--- src/hw/rtl/slcc_pkg.sv ---
// shared types and constants for the source line comment classifier
// no dependencies; imported by every slcc module and the top level
package slcc_pkg;

  // counter widths inside the block
  localparam int LINE_COUNT_BITS = 24;
  localparam int CHAR_COUNT_BITS = 32;

  // result field widths on the ports
  localparam int LINE_OUT_BITS = 24;
  localparam int CHAR_OUT_BITS = 32;

  // item opcodes; the fourth code means nothing and is ignored
  typedef enum logic [1:0] {
    OP_CHAR = 2'd0,
    OP_EOL  = 2'd1,
    OP_EOF  = 2'd2
  } op_t;

  // comment scanner modes
  typedef enum logic [2:0] {
    MODE_NORMAL = 3'd0,
    MODE_SLASH  = 3'd1,
    MODE_LINE   = 3'd2,
    MODE_BLOCK  = 3'd3,
    MODE_STAR   = 3'd4
  } mode_t;

  // result kinds
  localparam logic KIND_LINE = 1'b0;
  localparam logic KIND_FILE = 1'b1;

  // line classes
  localparam logic [1:0] CLASS_BLANK   = 2'd0;
  localparam logic [1:0] CLASS_CODE    = 2'd1;
  localparam logic [1:0] CLASS_COMMENT = 2'd2;
  localparam logic [1:0] CLASS_MIXED   = 2'd3;

  // comment delimiter bytes
  localparam logic [7:0] CHAR_SLASH = 8'h2F;
  localparam logic [7:0] CHAR_STAR  = 8'h2A;

  // events from the scanner to the counters for one item
  typedef struct packed {
    logic char_seen;
    logic line_done;
    logic line_blank;
    logic line_code;
    logic line_comment;
    logic file_end;
  } scan_evt_t;

  // file counters
  typedef struct packed {
    logic [LINE_COUNT_BITS-1:0] lines;
    logic [LINE_COUNT_BITS-1:0] code;
    logic [LINE_COUNT_BITS-1:0] comment;
    logic [LINE_COUNT_BITS-1:0] blank;
    logic [CHAR_COUNT_BITS-1:0] chars;
  } counts_t;

  // whitespace test: 0x09..0x0d and space
  function automatic logic is_space(input logic [7:0] c);
    return ((c >= 8'h09) && (c <= 8'h0D)) || (c == 8'h20);
  endfunction

endpackage

--- src/hw/rtl/slcc_scanner.sv ---
// comment state scanner: scan mode and per-line flags
// depends on slcc_pkg; emits one scan_evt_t per stepped item
module slcc_scanner
  import slcc_pkg::*;
(
  input  logic       clk,
  input  logic       rst,
  input  logic       step,
  input  logic [1:0] opcode,
  input  logic [7:0] char_byte,
  output scan_evt_t  evt
);

  mode_t mode, mode_next;
  logic  seen_code, seen_code_next;
  logic  seen_comment, seen_comment_next;
  logic  nonblank, nonblank_next;
  logic  line_open, line_open_next;

  logic  ws;
  logic  fin_code;
  mode_t fin_mode;

  // state registers
  always_ff @(posedge clk) begin
    if (rst) begin
      mode         <= MODE_NORMAL;
      seen_code    <= 1'b0;
      seen_comment <= 1'b0;
      nonblank     <= 1'b0;
      line_open    <= 1'b0;
    end else begin
      mode         <= mode_next;
      seen_code    <= seen_code_next;
      seen_comment <= seen_comment_next;
      nonblank     <= nonblank_next;
      line_open    <= line_open_next;
    end
  end

  // line close: a pending slash counts as code, a pending star drops
  always_comb begin
    fin_code = seen_code || (mode == MODE_SLASH);
    fin_mode = ((mode == MODE_STAR) || (mode == MODE_BLOCK)) ? MODE_BLOCK : MODE_NORMAL;
  end

  // next state and events
  always_comb begin
    ws                = is_space(char_byte);
    mode_next         = mode;
    seen_code_next    = seen_code;
    seen_comment_next = seen_comment;
    nonblank_next     = nonblank;
    line_open_next    = line_open;
    evt               = '0;
    evt.line_blank    = !nonblank;
    evt.line_code     = fin_code;
    evt.line_comment  = seen_comment;

    if (step) begin
      unique case (opcode)
        OP_CHAR: begin
          evt.char_seen  = 1'b1;
          line_open_next = 1'b1;
          if (!ws) begin
            nonblank_next = 1'b1;
          end
          unique case (mode)
            MODE_SLASH: begin
              if (char_byte == CHAR_SLASH) begin
                seen_comment_next = 1'b1;
                mode_next         = MODE_LINE;
              end else if (char_byte == CHAR_STAR) begin
                seen_comment_next = 1'b1;
                mode_next         = MODE_BLOCK;
              end else begin
                seen_code_next = 1'b1;
                mode_next      = MODE_NORMAL;
              end
            end
            MODE_LINE: begin
              mode_next = MODE_LINE;
            end
            MODE_BLOCK: begin
              seen_comment_next = 1'b1;
              if (char_byte == CHAR_STAR) begin
                mode_next = MODE_STAR;
              end
            end
            MODE_STAR: begin
              seen_comment_next = 1'b1;
              if (char_byte == CHAR_SLASH) begin
                mode_next = MODE_NORMAL;
              end else if (char_byte != CHAR_STAR) begin
                mode_next = MODE_BLOCK;
              end
            end
            default: begin
              if (char_byte == CHAR_SLASH) begin
                mode_next = MODE_SLASH;
              end else if (!ws) begin
                seen_code_next = 1'b1;
              end
            end
          endcase
        end
        OP_EOL: begin
          evt.line_done     = 1'b1;
          mode_next         = fin_mode;
          seen_code_next    = 1'b0;
          seen_comment_next = 1'b0;
          nonblank_next     = 1'b0;
          line_open_next    = 1'b0;
        end
        OP_EOF: begin
          evt.line_done     = line_open;
          evt.file_end      = 1'b1;
          mode_next         = MODE_NORMAL;
          seen_code_next    = 1'b0;
          seen_comment_next = 1'b0;
          nonblank_next     = 1'b0;
          line_open_next    = 1'b0;
        end
        default: begin
          mode_next = mode;
        end
      endcase
    end
  end

endmodule

--- src/hw/rtl/slcc_counters.sv ---
// saturating file counters for lines, code, comment, blank and characters
// depends on slcc_pkg; driven by scan_evt_t from slcc_scanner
module slcc_counters
  import slcc_pkg::*;
(
  input  logic      clk,
  input  logic      rst,
  input  logic      step,
  input  scan_evt_t evt,
  output counts_t   upd
);

  counts_t cnt, cnt_next;

  function automatic logic [LINE_COUNT_BITS-1:0] sat_line(
    input logic [LINE_COUNT_BITS-1:0] v, input logic en);
    if (en && (v != '1)) begin
      return v + LINE_COUNT_BITS'(1);
    end
    return v;
  endfunction

  // counter registers
  always_ff @(posedge clk) begin
    if (rst) begin
      cnt <= '0;
    end else begin
      cnt <= cnt_next;
    end
  end

  // counts after this item, before any end-of-file clear
  always_comb begin
    upd.lines   = sat_line(cnt.lines, evt.line_done);
    upd.blank   = sat_line(cnt.blank, evt.line_done && evt.line_blank);
    upd.code    = sat_line(cnt.code, evt.line_done && !evt.line_blank && evt.line_code);
    upd.comment = sat_line(cnt.comment,
                           evt.line_done && !evt.line_blank && evt.line_comment);
    if (evt.char_seen && (cnt.chars != '1)) begin
      upd.chars = cnt.chars + CHAR_COUNT_BITS'(1);
    end else begin
      upd.chars = cnt.chars;
    end
  end

  // end of file clears after the summary is taken
  always_comb begin
    cnt_next = cnt;
    if (step) begin
      cnt_next = evt.file_end ? '0 : upd;
    end
  end

endmodule

--- src/hw/rtl/source_line_comment_classifier.sv ---
// top level of the source line comment classifier
// depends on slcc_pkg, slcc_scanner and slcc_counters
//
//  channel  handshake                   payload
//  item     item_valid / item_ready     opcode, char_byte
//  result   result_valid / result_ready result_kind, line_class, file_*_total
//
// one item per cycle sustained unless a line or file end waits on the result slot;
// input register, then scanner and counter update into the result register
// end of line and end of file give one result each; bytes and the unused code none
// a stalled result holds only items that give a result; bytes keep flowing
// rst is synchronous and clears scan state, line flags and all counters
module source_line_comment_classifier
  import slcc_pkg::*;
(
  input  logic        clk,
  input  logic        rst,
  input  logic        item_valid,
  output logic        item_ready,
  input  logic [1:0]  opcode,
  input  logic [7:0]  char_byte,
  output logic        result_valid,
  input  logic        result_ready,
  output logic        result_kind,
  output logic [1:0]  line_class,
  output logic [23:0] file_line_total,
  output logic [23:0] file_code_total,
  output logic [23:0] file_comment_total,
  output logic [23:0] file_blank_total,
  output logic [31:0] file_char_total
);

  logic       s1_valid;
  logic [1:0] s1_opcode;
  logic [7:0] s1_char;
  logic       s1_emits;
  logic       s1_adv;
  logic       slot_free;

  scan_evt_t  evt;
  counts_t    upd;

  // pipeline control
  always_comb begin
    s1_emits   = (s1_opcode == OP_EOL) || (s1_opcode == OP_EOF);
    slot_free  = !result_valid || result_ready;
    s1_adv     = s1_valid && (!s1_emits || slot_free);
    item_ready = !s1_valid || s1_adv;
  end

  // input register
  always_ff @(posedge clk) begin
    if (rst) begin
      s1_valid <= 1'b0;
    end else if (item_ready) begin
      s1_valid <= item_valid;
    end
  end

  always_ff @(posedge clk) begin
    if (item_ready && item_valid) begin
      s1_opcode <= opcode;
      s1_char   <= char_byte;
    end
  end

  slcc_scanner u_scanner (
    .clk       (clk),
    .rst       (rst),
    .step      (s1_adv),
    .opcode    (s1_opcode),
    .char_byte (s1_char),
    .evt       (evt)
  );

  slcc_counters u_counters (
    .clk  (clk),
    .rst  (rst),
    .step (s1_adv),
    .evt  (evt),
    .upd  (upd)
  );

  // result register valid
  always_ff @(posedge clk) begin
    if (rst) begin
      result_valid <= 1'b0;
    end else if (s1_adv && s1_emits) begin
      result_valid <= 1'b1;
    end else if (result_ready) begin
      result_valid <= 1'b0;
    end
  end

  // result register payload
  always_ff @(posedge clk) begin
    if (s1_adv && s1_emits) begin
      result_kind        <= evt.file_end ? KIND_FILE : KIND_LINE;
      if (evt.file_end || evt.line_blank) begin
        line_class <= CLASS_BLANK;
      end else begin
        line_class <= {evt.line_comment, evt.line_code};
      end
      file_line_total    <= LINE_OUT_BITS'(upd.lines);
      file_code_total    <= LINE_OUT_BITS'(upd.code);
      file_comment_total <= LINE_OUT_BITS'(upd.comment);
      file_blank_total   <= LINE_OUT_BITS'(upd.blank);
      file_char_total    <= CHAR_OUT_BITS'(upd.chars);
    end
  end

`ifndef SYNTH
  a_summary_class: assert property (@(posedge clk) disable iff (rst)
    result_valid && (result_kind == KIND_FILE) |-> line_class == CLASS_BLANK)
    else $error("summary carries a line class");

  a_blank_le_lines: assert property (@(posedge clk) disable iff (rst)
    result_valid |-> file_blank_total <= file_line_total)
    else $error("blank total above line total");

  a_code_le_lines: assert property (@(posedge clk) disable iff (rst)
    result_valid |-> (file_code_total <= file_line_total)
                     && (file_comment_total <= file_line_total))
    else $error("code or comment total above line total");

  a_byte_flows: assert property (@(posedge clk) disable iff (rst)
    s1_valid && (s1_opcode == OP_CHAR) |-> item_ready)
    else $error("byte item blocked by result stage");

  a_held_item: assert property (@(posedge clk) disable iff (rst)
    s1_valid && !s1_adv |=> s1_valid && $stable(s1_opcode))
    else $error("stalled item lost from input register");
`endif

endmodule

--- config.mk ---
export PLATFORM = sky130hd
export DESIGN_NAME = source_line_comment_classifier
export DESIGN_NICKNAME = d
export VERILOG_FILES = /design/src/hw/rtl/slcc_pkg.sv /design/src/hw/rtl/slcc_scanner.sv /design/src/hw/rtl/slcc_counters.sv /design/src/hw/rtl/source_line_comment_classifier.sv
export SDC_FILE = /design/constraint.sdc
export NUM_CORES = 1
export LEC_CHECK = 0
export BUFFER_PORTS_ARGS = -buffer_cell sky130_fd_sc_hd__buf_4
export CAP_MARGIN = 10
export CORE_MARGIN = 2
export CORE_UTILIZATION = 44
export DETAILED_ROUTE_END_ITERATION = 8
export GPL_TIMING_DRIVEN = 0
export PLACE_DENSITY = 0.65
export SYNTH_ARGS = -nofsm -noshare
export SYNTH_HDL_FRONTEND = slang
export SYNTH_HIERARCHICAL = 1
export SYNTH_SLANG_ARGS = --single-unit
--- constraint.sdc ---
create_clock -name clk -period 12.85 [get_ports clk]
set_input_delay 3.855 -clock clk [delete_from_list [all_inputs] [get_ports clk]]
set_output_delay 3.855 -clock clk [all_outputs]
set_load 0.02 [all_outputs]
==> out/results.ini <==
[timing]
fin_ws_ps = 4390
worstMarginPinSlew_ps = 1050
slew_headroom_pct = 29.7
fin_crit_ps = 8460
rsz0062_at_grt = no
fin_skew_ps = 8.79
finalSetupTns_ps = 0
period_share_pct = 65.8
setup_viol = 0
final-hold-violation-count = 0
hold_ws_ps = 467
fmax_mhz = 118
drv_slew = 0

[global_routing]
grt_overflow = 0
grt_pass1_wl_um = 58300
grt_max_degree = 24
grt_pass1_vias = 10405
grt.total_usage_pct = 23.6
grt_antenna_before_repair = 1

[pwr]
irDropWorstVdd_uv = 97.4
p_total_w = 0.00192
p_leak_nw = 6.06
cellPowerDensity_nw_per_um2 = 119

[clock_tree]
htreeDepth = 1
clk_pin_slew_ps = 60
cts_tree = yes
hold_buffers = 0
cts_sinks = 278
post_cts_buffers = 0
cts-resized-gates = 0
cts_made_buffers = 29
clkLatencyLatePin_ps = 550
clockRootBuffer = clkbuf_16
cts_buffer_depth = 3

[yosys]
synth-edff-count = 141
syn_nets = 1374
syn_area_per_cell_um2 = 9.99
synth_top_area_share_pct = 31.4
ys_warn_count = 6
synth_seq_area_share_pct = 51.7
ys_seq_elements = 278
synth_top_area_cell = edfxtp_1
synth_ff_type = edfxtp_1
synth_area_um2 = 13500
async_reset_ff_share_pct = 0
synth_area_leaders = edfxtp_1 31%, dfxtp_1 20%, xnor2_1 5.2%, nand2_1 3.6%, o21ai_0 3.1%
synth_cells = 1351
synth.distinct_cells = 80

[routing]
vias = 11463
dr.pass1.iters = 5
viasPerCell = 5.87
drt-initial-drc-count = 1011
wire_per_inst_um = 19.9
routed_wl_um = 38800
ant_nets = 0
drc = 0

[critical_path]
rrSetupSlack_ps = 8440
cp_common_cell = buf_4
critical_path_buf_inv_count = 2
cp-end-kind = output port
max_stage_delay_ps = 320
crit_family = simple AND/OR/NAND/NOR gates
path_class = in -> out
arrival_ps = 4600
cp_slowest_cell = nor2b_1
crit_chain = buf_4, nor2b_1, nand3_1, buf_4
start_kind = input pin
crit_path_max_fanout = 4
cp.required_ps = 8990

[cells_and_area]
final_layout_size_suffix_gt1_share_pct = 15.5
regArea_um2 = 6980
antennaDiodeCount = 0
fillers = 2747
nets = 1557
area_growth_syn_to_layout_pct = 20.2
finalNonFillerCells = 1952
multi_input_area_um2 = 6060

[floorplanning]
die_h_um = 179
io_pins = 147
die_x_um = 179
core_area_um2 = 30400
start_util_pct = 44.3
placementRows = 64
dieArea_um2 = 32100

[hold_path]
worst_hold_path_type = reg -> reg

[outcome]
outcome = finished, final reports clean

[placed_design]
detailed_place_hpwl_um = 26700
dp_cells = 1899
pre_cts_ws_ps = 4390
numPortBuffers = 146
place.gp.congestion = 0.896

[run]
max_cap_violations = 0

[per-layer routing]
layer	routed length, µm	vias to the layer above	global-route usage (%)	share of wire [%]
met5	0	-	0	0
met4	1140	0	8.47	2.9
met3	3650	77	4.05	9.4
met2	17600	543	37.8	45
met1	16400	5412	32.1	42
li1	-	5431	-	-
[cell families after synthesis]
kind of cell | count (synthesis) | share of synthesized area [%]
XOR/XNOR | 124 | 8.05
flip-flops | 278 | 51.7
adder cells (fa/ha/maj) | 9 | 0.835
AND/OR/NAND/NOR | 486 | 19.5
multiplexers | 7 | 0.566
AO/OA/AOI/OAI | 336 | 15.9
buffers and inverters | 111 | 3.44
[sequential cells by signal, summed over array words and instances, names as in the netlist]
| name | cells |
|---|---|
| u_scanner/mode | 3 |
| result_valid | 1 |
| u_scanner/nonblank | 1 |
| s1_opcode | 2 |
| s1_char | 8 |
| u_scanner/seen_code | 1 |
| s1_valid | 1 |
| u_scanner/line_open | 1 |
| u_counters/cnt | 128 |
| file_blank_total | 24 |
| file_code_total | 24 |
| file_line_total | 24 |
| result_kind | 1 |
| file_char_total | 32 |
| line_class | 2 |
| u_scanner/seen_comment | 1 |
| file_comment_total | 24 |
[report_power, final]
| part | switching [W] | internal (W) | total [W] |
|---|---|---|---|
| clock network | 0.000350 | 0.000520 | 0.000870 |
| logic | 0.0000773 | 0.0000318 | 0.000109 |
| registers | 0.00000481 | 0.000939 | 0.000944 |
| total | 0.000432 | 0.00149 | 0.00192 |
[stage by stage]
step | instance area, µm² | utilization (%)
final | 16200 | 53.3
after global routing | 16200 | 53.3
after CTS | 16200 | 53.3
after detailed placement | 15200 | 50.1
after global placement | 15100 | 49.6
after floorplan | 13500 | -
[final cells by class]
class                      count  area share, %
buffer                        89           2.35
clock buffer                  35           4.68
clock inverter                18           1.38
inverter                      22          0.509
multi-input combinational    962           37.4
sequential                   278           43.0
tap                          396           3.06
timing repair buffer         152           7.62
[Yosys cell counts (19+ instances only)]
| cell | count |
|---|---|
| o31ai_1 | 30 |
| or3_1 | 28 |
| edfxtp_1 | 141 |
| a31oi_1 | 58 |
| dfxtp_1 | 137 |
| nor2_1 | 66 |
| nand3_1 | 59 |
| and3_1 | 35 |
| inv_1 | 21 |
| xor2_1 | 44 |
| a21oi_1 | 79 |
| clkbuf_1 | 70 |
| nand2_1 | 128 |
| and4_1 | 23 |
| nand4_1 | 51 |
| nor3_1 | 19 |
| o21ai_0 | 84 |
| xnor2_1 | 80 |
[path summary, 6_finish.rpt]
path,end,depth (start not counted),from
worst max register to register,u_counters/cnt[124],11,s1_opcode[0]
worst min register to register,u_scanner/seen_code,2,u_scanner/seen_code
worst min-delay path,u_scanner/seen_code,2,u_scanner/seen_code
worst max-delay path,item_ready,4,result_ready
[worst reg2reg max path, delay by kind of cell (launching register included)]
family | cells | cell delay (ps)
xor gates and xnor gates | 1 | 300
DFF | 1 | 470
AOI/OAI and AO/OA | 3 | 590
buffers and inverters | 4 | 1920
and+or+nand+nor | 3 | 1060
[cell usage in the layout (no fill, tap or decap), types with 5 or more instances in the layout]
cell / count
ha_1: 9
a21oi_1: 79
clkinv_1: 5
and3_1: 35
clkbuf_16: 29
a21o_1: 11
a41oi_1: 6
o21ai_0: 84
inv_1: 21
nor2_1: 66
nor2b_1: 7
and4_1: 23
clkbuf_1: 75
bufinv_16: 5
clkinv_2: 5
dfxtp_1: 137
o211ai_1: 5
a22o_1: 8
buf_2: 10
nand2b_1: 12
nor3b_1: 6
nor4_1: 8
xor2_1: 44
nor3_1: 18
buf_4: 151
nand3_1: 59
a31oi_1: 58
edfxtp_1: 141
nand2_1: 128
or3_1: 28
nand4_1: 51
xnor2_1: 80
o31ai_1: 30
or2_2: 5
a32oi_1: 5
and2_1: 12
mux2_2: 5
(Power assumes the default switching activity.)
